### src/lbcd_pkg.sv
// Package of the buffer cache directory: request and result beats,
// buffer cell commands and the sequencer states. No dependencies.
package lbcd_pkg;

	localparam int MAX_RESULTS = 16;

	typedef enum logic [2:0] {
		ACT_GET          = 3'd0,
		ACT_MARK         = 3'd1,
		ACT_LOCK         = 3'd2,
		ACT_UNLOCK       = 3'd3,
		ACT_FLUSH_FILE   = 3'd4,
		ACT_PURGE_FILE   = 3'd5,
		ACT_FLUSH_ALL    = 3'd6,
		ACT_PURGE_ALL    = 3'd7
	} action_t;

	typedef struct packed {
		logic [2:0]  action;
		logic [7:0]  file_id;
		logic [31:0] record_number;
		logic [1:0]  request_flags;
		logic [3:0]  target_buffer;
	} req_t;

	typedef struct packed {
		logic [3:0]  buffer_index;
		logic        hit;
		logic        error_code;
		logic        writeback_needed;
		logic [7:0]  writeback_file;
		logic [31:0] writeback_record;
		logic        read_needed;
		logic [31:0] hits_so_far;
		logic        last;
	} result_t;

	typedef enum logic [3:0] {
		C_NOP, C_FLAGS, C_MARK, C_LOCK, C_UNLOCK, C_ASSIGN,
		C_FLUSHED, C_DISCARD, C_SET_NEXT, C_SET_PREV
	} cell_op_t;

	typedef struct packed {
		cell_op_t   op;
		logic [1:0] flags;
	} cell_cmd_t;

	typedef struct packed {
		logic        in_use;
		logic        upd;
		logic [7:0]  lock;
		logic [7:0]  file;
		logic [31:0] rec;
	} cell_view_t;

	typedef enum logic [2:0] {
		S_IDLE, S_TGT, S_GET, S_MOVE, S_VICT, S_FLUSH, S_FEND, S_PURGE
	} state_t;

endpackage

### src/lbcd_cell.sv
// One buffer of the directory: owner, marks, lock count and recency links.
// Takes part in the lookup chain. Depends on lbcd_pkg.
module lbcd_cell #(
	parameter int NUM_BUFFERS = 16,
	parameter int IW = 4,
	parameter int IDX = 0
) (
	input  logic               clk,
	input  logic               arst_n,
	input  lbcd_pkg::cell_cmd_t cmd,
	input  logic [IW-1:0]      sel_idx,
	input  logic [IW-1:0]      link_val,
	input  logic [7:0]         req_file,
	input  logic [31:0]        req_rec,
	input  logic               hit_in,
	input  logic [IW-1:0]      hit_idx_in,
	output logic               hit_out,
	output logic [IW-1:0]      hit_idx_out,
	output lbcd_pkg::cell_view_t view,
	output logic [IW-1:0]      next_o,
	output logic [IW-1:0]      prev_o
);
	import lbcd_pkg::*;

	localparam logic [IW-1:0] MY_IDX = IW'(IDX);
	localparam logic [IW-1:0] NEXT_RST = IW'((IDX + 1) % NUM_BUFFERS);
	localparam logic [IW-1:0] PREV_RST = IW'((IDX + NUM_BUFFERS - 1) % NUM_BUFFERS);

	logic        in_use_q, upd_q, new_q;
	logic [7:0]  lock_q, file_q;
	logic [31:0] rec_q;
	logic [IW-1:0] next_q, prev_q;
	logic sel, mine;

	assign sel = (sel_idx == MY_IDX);
	assign mine = in_use_q && (file_q == req_file) && (rec_q == req_rec);
	assign hit_out = hit_in | mine;
	assign hit_idx_out = hit_in ? hit_idx_in : MY_IDX;
	assign view = '{in_use: in_use_q, upd: upd_q, lock: lock_q, file: file_q, rec: rec_q};
	assign next_o = next_q;
	assign prev_o = prev_q;

	always_ff @(posedge clk or negedge arst_n) begin
		if (!arst_n) begin
			in_use_q <= 1'b0;
			upd_q <= 1'b0;
			new_q <= 1'b0;
			lock_q <= '0;
			file_q <= '0;
			rec_q <= '0;
			next_q <= NEXT_RST;
			prev_q <= PREV_RST;
		end else if (sel) begin
			case (cmd.op)
				C_FLAGS: begin
					if (cmd.flags[0]) upd_q <= 1'b1;
					if (cmd.flags[1]) new_q <= 1'b1;
				end
				C_MARK: begin
					if (in_use_q) upd_q <= 1'b1;
				end
				C_LOCK: begin
					if (lock_q != 8'hFF) lock_q <= lock_q + 8'd1;
				end
				C_UNLOCK: begin
					if (lock_q != 8'h00) lock_q <= lock_q - 8'd1;
				end
				C_ASSIGN: begin
					if (in_use_q) lock_q <= '0;
					in_use_q <= 1'b1;
					file_q <= req_file;
					rec_q <= req_rec;
					upd_q <= cmd.flags[0];
					new_q <= cmd.flags[1];
				end
				C_FLUSHED: begin
					upd_q <= 1'b0;
					new_q <= 1'b0;
				end
				C_DISCARD: begin
					in_use_q <= 1'b0;
					upd_q <= 1'b0;
					new_q <= 1'b0;
					lock_q <= '0;
					file_q <= '0;
					rec_q <= '0;
				end
				C_SET_NEXT: next_q <= link_val;
				C_SET_PREV: prev_q <= link_val;
				default: ;
			endcase
		end
	end

endmodule

### src/lru_buffer_cache_directory.sv
// Top level of the buffer cache directory: request sequencer and the row of
// buffer cells. Depends on lbcd_pkg and lbcd_cell.
//
// A request beat is taken at a clock edge with start high and busy low.
// Results leave on result with result_valid high for one cycle each; the
// receiver must take them, it cannot stall the block. The final result of a
// request has last set. Busy falls in the cycle that carries it, or, when a get
// hit relinks the buffer, only once the relinking is done.
// A get that hits the most recent or the least recent buffer needs no
// relinking; any other hit is relinked to the recent end. On a miss it
// visits buffers along the recency links from the least recent one until
// one is free or unlocked, else it reports an error. Mark, lock and unlock
// act on the target buffer directly. Flush and purge walk every buffer in
// index order, one a cycle. The cells hold one operation per cycle. Reset
// empties every buffer, clears the hit count and puts the links in index
// order with the last buffer most recent.
module lru_buffer_cache_directory #(
	parameter int NUM_BUFFERS = 16
) (
	input  logic              clk,
	input  logic              arst_n,
	input  logic              start,
	output logic              busy,
	input  lbcd_pkg::req_t    req,
	output logic              result_valid,
	output lbcd_pkg::result_t result
);
	import lbcd_pkg::*;

	localparam int IW = (NUM_BUFFERS > 1) ? $clog2(NUM_BUFFERS) : 1;
	localparam logic [IW-1:0] LAST_IDX = IW'(NUM_BUFFERS - 1);
	localparam int KW = $clog2(MAX_RESULTS + 1);

	state_t state_q, state_d;
	req_t req_q;
	logic [IW-1:0] cnt_q, h_q, mru_q, n_q, p_q, m_q, nm_q;
	logic [2:0] mstep_q;
	logic [31:0] hit_total_q;
	logic [KW-1:0] k_q;
	logic pend_v_q;
	result_t pend_q, res_q;
	logic res_v_q;

	cell_cmd_t cmd;
	logic [IW-1:0] sel_idx, link_val;
	logic hit_c [NUM_BUFFERS+1];
	logic [IW-1:0] hidx_c [NUM_BUFFERS+1];
	cell_view_t view [NUM_BUFFERS];
	logic [IW-1:0] nxt [NUM_BUFFERS];
	logic [IW-1:0] prv [NUM_BUFFERS];

	assign hit_c[0] = 1'b0;
	assign hidx_c[0] = '0;

	for (genvar g = 0; g < NUM_BUFFERS; g++) begin : g_cell
		lbcd_cell #(.NUM_BUFFERS(NUM_BUFFERS), .IW(IW), .IDX(g)) u_cell (
			.clk(clk), .arst_n(arst_n), .cmd(cmd), .sel_idx(sel_idx),
			.link_val(link_val), .req_file(req_q.file_id), .req_rec(req_q.record_number),
			.hit_in(hit_c[g]), .hit_idx_in(hidx_c[g]), .hit_out(hit_c[g+1]),
			.hit_idx_out(hidx_c[g+1]), .view(view[g]), .next_o(nxt[g]), .prev_o(prv[g])
		);
	end

	logic hit_any;
	logic [IW-1:0] hit_idx, cand, fi;
	logic tgt_ok, cand_ok, fmatch, pmatch, is_all;
	cell_view_t cv, fv;
	result_t emit_d, blank;
	logic emit;

	assign hit_any = hit_c[NUM_BUFFERS];
	assign hit_idx = hidx_c[NUM_BUFFERS];
	assign tgt_ok = (32'(req_q.target_buffer) < 32'(NUM_BUFFERS));
	assign cand = nxt[h_q];
	assign cv = view[cand];
	assign cand_ok = !cv.in_use || (cv.lock == 8'd0);
	assign fi = cnt_q;
	assign fv = view[fi];
	assign is_all = req_q.action[1];
	assign fmatch = fv.in_use && fv.upd && (is_all || fv.file == req_q.file_id)
		&& (32'(k_q) < 32'(MAX_RESULTS));
	assign pmatch = fv.in_use && (is_all || fv.file == req_q.file_id);

	always_comb begin
		blank = '0;
		blank.hits_so_far = hit_total_q;
		blank.last = 1'b1;
	end

	always_comb begin
		state_d = state_q;
		case (state_q)
			S_IDLE: begin
				if (start) begin
					case (action_t'(req.action))
						ACT_GET: state_d = S_GET;
						ACT_MARK, ACT_LOCK, ACT_UNLOCK: state_d = S_TGT;
						ACT_FLUSH_FILE, ACT_FLUSH_ALL: state_d = S_FLUSH;
						default: state_d = S_PURGE;
					endcase
				end
			end
			S_TGT: state_d = S_IDLE;
			S_GET: begin
				if (!hit_any) state_d = S_VICT;
				else if (hit_idx != mru_q && nxt[mru_q] != hit_idx) state_d = S_MOVE;
				else state_d = S_IDLE;
			end
			S_MOVE: if (mstep_q == 3'd5) state_d = S_IDLE;
			S_VICT: if (cand_ok || cnt_q == LAST_IDX) state_d = S_IDLE;
			S_FLUSH: if (cnt_q == LAST_IDX) state_d = S_FEND;
			S_FEND: state_d = S_IDLE;
			S_PURGE: if (cnt_q == LAST_IDX) state_d = S_IDLE;
			default: state_d = S_IDLE;
		endcase
	end

	always_comb begin
		cmd = '{op: C_NOP, flags: req_q.request_flags};
		sel_idx = '0;
		link_val = '0;
		emit = 1'b0;
		emit_d = blank;
		case (state_q)
			S_TGT: begin
				sel_idx = IW'(req_q.target_buffer);
				if (tgt_ok) begin
					case (action_t'(req_q.action))
						ACT_MARK: cmd.op = C_MARK;
						ACT_LOCK: cmd.op = C_LOCK;
						default: cmd.op = C_UNLOCK;
					endcase
				end
				emit = 1'b1;
				emit_d.buffer_index = req_q.target_buffer;
			end
			S_GET: begin
				if (hit_any) begin
					cmd.op = C_FLAGS;
					sel_idx = hit_idx;
					emit = 1'b1;
					emit_d.buffer_index = 4'(hit_idx);
					emit_d.hit = 1'b1;
					emit_d.hits_so_far = hit_total_q + 32'd1;
				end
			end
			S_MOVE: begin
				case (mstep_q)
					3'd0: begin cmd.op = C_SET_PREV; sel_idx = n_q; link_val = p_q; end
					3'd1: begin cmd.op = C_SET_NEXT; sel_idx = p_q; link_val = n_q; end
					3'd2: begin cmd.op = C_SET_PREV; sel_idx = h_q; link_val = m_q; end
					3'd3: begin cmd.op = C_SET_NEXT; sel_idx = h_q; link_val = nm_q; end
					3'd4: begin cmd.op = C_SET_PREV; sel_idx = nm_q; link_val = h_q; end
					default: begin cmd.op = C_SET_NEXT; sel_idx = m_q; link_val = h_q; end
				endcase
			end
			S_VICT: begin
				if (cand_ok) begin
					cmd.op = C_ASSIGN;
					sel_idx = cand;
					emit = 1'b1;
					emit_d.buffer_index = 4'(cand);
					if (cv.in_use && cv.upd) begin
						emit_d.writeback_needed = 1'b1;
						emit_d.writeback_file = cv.file;
						emit_d.writeback_record = cv.rec;
					end
					emit_d.read_needed = !req_q.request_flags[1];
				end else if (cnt_q == LAST_IDX) begin
					emit = 1'b1;
					emit_d.error_code = 1'b1;
				end
			end
			S_FLUSH: begin
				sel_idx = fi;
				if (fmatch) begin
					cmd.op = C_FLUSHED;
					if (pend_v_q) begin
						emit = 1'b1;
						emit_d = pend_q;
					end
				end
			end
			S_FEND: begin
				emit = 1'b1;
				if (pend_v_q) begin
					emit_d = pend_q;
					emit_d.last = 1'b1;
				end
			end
			S_PURGE: begin
				sel_idx = fi;
				if (pmatch) cmd.op = C_DISCARD;
				if (cnt_q == LAST_IDX) emit = 1'b1;
			end
			default: ;
		endcase
	end

	always_ff @(posedge clk or negedge arst_n) begin
		if (!arst_n) begin
			state_q <= S_IDLE;
			cnt_q <= '0;
			mstep_q <= '0;
			mru_q <= LAST_IDX;
			hit_total_q <= '0;
			k_q <= '0;
			pend_v_q <= 1'b0;
			res_v_q <= 1'b0;
		end else begin
			state_q <= state_d;
			res_v_q <= emit;
			case (state_q)
				S_IDLE: begin
					cnt_q <= '0;
					mstep_q <= '0;
					k_q <= '0;
					pend_v_q <= 1'b0;
				end
				S_GET: begin
					if (hit_any) begin
						hit_total_q <= hit_total_q + 32'd1;
						mru_q <= hit_idx;
					end
				end
				S_MOVE: mstep_q <= mstep_q + 3'd1;
				S_VICT: begin
					if (cand_ok) mru_q <= cand;
					cnt_q <= cnt_q + 1'b1;
				end
				S_FLUSH: begin
					if (fmatch) begin
						pend_v_q <= 1'b1;
						k_q <= k_q + 1'b1;
					end
					cnt_q <= cnt_q + 1'b1;
				end
				S_PURGE: begin
					if (pmatch && mru_q == fi) mru_q <= prv[fi];
					cnt_q <= cnt_q + 1'b1;
				end
				default: ;
			endcase
		end
	end

	always_ff @(posedge clk) begin
		res_q <= emit_d;
		if (state_q == S_IDLE && start) req_q <= req;
		if (state_q == S_GET) begin
			h_q <= hit_any ? hit_idx : mru_q;
			n_q <= nxt[hit_idx];
			p_q <= prv[hit_idx];
			m_q <= mru_q;
			nm_q <= nxt[mru_q];
		end
		if (state_q == S_VICT) h_q <= cand;
		if (state_q == S_FLUSH && fmatch) begin
			pend_q <= '{buffer_index: 4'(fi), writeback_needed: 1'b1,
				writeback_file: fv.file, writeback_record: fv.rec,
				hits_so_far: hit_total_q, default: '0};
		end
	end

	assign busy = (state_q != S_IDLE);
	assign result_valid = res_v_q;
	assign result = res_q;

endmodule
### config.mk
export PLATFORM = sky130hd
export DESIGN_NAME = lru_buffer_cache_directory
export DESIGN_NICKNAME = d
export VERILOG_FILES = /design/src/lbcd_pkg.sv /design/src/lbcd_cell.sv /design/src/lru_buffer_cache_directory.sv
export SDC_FILE = /design/constraint.sdc
export NUM_CORES = 2
export LEC_CHECK = 0
export BUFFER_PORTS_ARGS = -buffer_cell sky130_fd_sc_hd__buf_2
export CORE_ASPECT_RATIO = 1.1
export CORE_MARGIN = 2
export CORE_UTILIZATION = 40
export CTS_BUF_LIST = sky130_fd_sc_hd__clkbuf_8 sky130_fd_sc_hd__clkbuf_16
export DETAILED_ROUTE_END_ITERATION = 6
export GPL_TIMING_DRIVEN = 0
export MAX_ROUTING_LAYER = met4
export SYNTH_ARGS = -nofsm -noshare
export SYNTH_HDL_FRONTEND = slang
export SYNTH_SLANG_ARGS = --single-unit
### constraint.sdc
create_clock -name clk -period 9 [get_ports clk]
set_input_delay 1.35 -clock clk [delete_from_list [all_inputs] [get_ports clk]]
set_output_delay 1.35 -clock clk [all_outputs]
set_load 0.02 [all_outputs]
==> qor.csv <==
metric,value,unit
outcome,"finished, violations left",
violations,"DRC, capacitance limit, slew limit, setup timing",
crit_buf_inv,8,
rows,168,
syn_inst,7431,
dp.final_hpwl,376500,µm
setup_slack,-0.3604,ns
portBuffers,134,
ys_seq_area_share,39.83,%
grt_util_all_layers,49.08,%
design.die.area,195600,µm²
worst_pin_slew,1.657,ns
first_pass_iters,7,
synthFlopType,dfrtp_1,
crit_chain,clkbuf_1 -> buf_2 -> buf_2 -> inv_1 -> o211ai_1 -> nor4_1 -> nand4_1 -> nand4_1 -> nor2_1 -> a32oi_1 -> clkbuf_1 -> nand3b_1 -> a21boi_1 -> buf_2 -> and3_1 -> clkbuf_1 -> buf_2 -> mux2_2,
h-tree-depth,4,
leakage,0.03491,µW
syn_nets,7603,
routed_via_density,6.707,
slowest_delay,0.90,ns
worstSetupPathType,flop to flop,
multi_input_area,43920,µm²
ir_worst_vdd,0.0002098,V
synth_async_sr_flop_share,81.28,%
post-route-cell-area,86830,µm²
crit_required,9.73,ns
yosys-top-cells-area,"dfrtp_1 30%, mux2_2 13%, xnor2_1 7.8%",
cts_tree,yes,
startpoint_type,flop,
insertion_delay,0.87,ns
slew_headroom,-11.25,%
critical_path.most_common_cell,buf_2,
syn_area,76850,µm²
postRouteAntennaNets,0,
first_global_vias,67301,
critical_path.top_delay_family,buffers and inverters,
grt_max_degree,150,
dr.first_iter.drc_count,9707,
num_vias,70301,
hold_violations,0,
crit_path_end_kind,flop,
grt_first_pass_wirelength,624900,µm
placed_area,81780,µm²
wl_per_cell,45.26,µm
hp-class,flop to flop,
crit_slowest_cell,clkbuf_1,
fin_nets,7928,
cts_hold_buf,0,
synth-seq-cells,1207,
power_density,430.9,nW/µm²
ys_warn_count,0,
clkTransAtPathRegs,0.07,ns
cts_buffer_depth,3,
fin_util,45.54,%
numClockSinks,1207,
overflow,0,
rsz0062_at_grt,no,
gp_congestion,1.136,
initial_core_util,40.31,%
synth_top_area_cell,dfrtp_1,
path_max_fanout,10,
fillers,18104,
finalMaxSlewViolations,93,
io-pin-count,135,
setup_viol,183,
synth_edf_count,145,
drive_gt1_share,23.36,%
antenna_found_initial,51,
pre_cts_slack,-0.2239,ns
clk_root_buffer_cell,clkbuf_16,
core,190700,µm²
wl,474300,µm
dieHeight,463.7,µm
areaGrowthSynthToFinish,12.99,%
fin_crit,9.360,ns
avgSynthCellArea,10.34,µm²
clock_skew,0.03233,ns
fin_crit_sh,104.0,%
tns,-28.66,ns
post_cts_buffers,0,
seqCellArea,30610,µm²
cp.arrival,10.09,ns
p_total,37420,µW
fmax,106.8,MHz
synth_top_cell_area_share,29.73,%
drc,22,
synth_cell_types,101,
die_w,421.9,µm
maxCapViolations,19,
cts-buffers-inserted,143,
kinds of logic (layout without fill, tap and decap cells):
kind of cell | count (synthesis) | after routing | share of synthesized area, %
simple gates | 2232 | 2232 | 14.04
mux | 1370 | 1370 | 23.42
flops | 1207 | 1207 | 39.83
compound gates | 1089 | 1089 | 8.468
xor+xnor | 759 | 759 | 8.651
buf+inv | 654 | 1099 | 3.483
fa+ha+maj | 120 | 120 | 2.110
other cells | 0 | 55 | 0
cell type report:
type                    instances  share of cell area (%)
flip-flops and latches       1207                   35.25
diodes                         55                  0.1585
inverters                      86                  0.3718
multi-input cells            5570                   50.58
clock buffers                 165                   4.561
plain buffers                 567                   2.735
repair buffers                181                   1.703
clock inverters               100                  0.9640
well taps                    2550                   3.674
per-layer routing:
layer,share of wire (%),up-vias,track usage (%)
met5,0,-,-
met4,12,0,46.80
met3,11,1763,15.96
met2,43,5166,71.02
met1,34,35624,52.69
li1,-,27748,-
final timing paths:
check | start | endpoint | slack, ns | cells after the start
min in group asynchronous | arst_n | g_cell[3].u_cell.lock_q[4]$_DFFE_PN0P_ | 0.51 | 1
setup / recovery | req_q[39]$_DFFE_PP_ | g_cell[9].u_cell.file_q[5]$_DFFE_PN0P_ | -0.36 | 18
setup reg to reg | req_q[39]$_DFFE_PP_ | g_cell[9].u_cell.file_q[5]$_DFFE_PN0P_ | -0.36 | 18
max in group asynchronous | arst_n | g_cell[14].u_cell.rec_q[27]$_DFFE_PN0P_ | 5.51 | 5
hold reg to reg | hit_total_q[18]$_DFFE_PN0P_ | pend_q[19]$_DFFE_PP_ | 0.45 | 0
hold / removal | hit_total_q[18]$_DFFE_PN0P_ | pend_q[19]$_DFFE_PP_ | 0.45 | 0
synthesized netlist by cell type, types with 76 or more instances:
cell type  number
nor2_1        261
nor4_1        102
edfxtp_1      145
mux2i_1       207
nor3_1         86
ha_1          104
mux2_2        873
nand2_1       939
nand3_1       237
xor2_1         76
o21ai_0       221
buf_2         131
a21oi_1       520
inv_1          84
dfrtp_1       913
buf_1          81
dfxtp_1        81
nand4_1       324
xnor2_1       683
mux4_2        247
clkbuf_1      345
timing repair:
item                                    CTS  global route
pin swaps                                 0             0
gates resized for setup                   2             2
endpoints found under the hold margin     0             0
endpoints found under the setup margin   66            67
power breakdown:
part / switching (µW) / leakage (µW) / internal, µW
sequential: 2690 / 0.0150 / 7180
clock: 2670 / 0.00250 / 3450
combinational: 15200 / 0.0174 / 6210
total: 20600 / 0.0349 / 16800
layout by cell type (no fill, tap or decap), drive strengths merged, types with 51 or more instances in the layout:
cell type	count
a21oi	521
a31oi	51
buf	401
clkbuf	512
dfrtp	913
dfstp	68
dfxtp	81
diode	55
edfxtp	145
ha	104
inv	133
mux2	914
mux2i	209
mux4	247
nand2	939
nand2b	73
nand3	238
nand4	325
nor2	262
nor3	100
nor4	102
o21ai	222
xnor2	683
xor2	76
flip-flops by register name, summed over array words and instances (netlist names), 4 cells and up:
signal                  count
k_q                         5
g_cell.u_cell.rec_q       512
g_cell.u_cell.in_use_q     16
hit_total_q                32
cnt_q                       4
h_q                         4
req_q                      46
g_cell.u_cell.next_o       64
nm_q                        4
g_cell.u_cell.lock_q      128
mru_q                       4
m_q                         4
n_q                         4
result                     81
g_cell.u_cell.prev_o       64
g_cell.u_cell.file_q      128
g_cell.u_cell.upd_q        16
p_q                         4
pend_q                     76
stage by stage:
| stage | cells | hold WS, ns |
|---|---|---|
| final | 10481 | 0.4501 |
| after global routing | 10460 | 0.4652 |
| after global placement | 10115 | 0.4252 |
| after detailed placement | 10159 | 0.4351 |
| after floorplan | 7431 | 0.3851 |
| after CTS | 10424 | 0.4500 |
No activity file was read; power rests on OpenSTA's default activity.
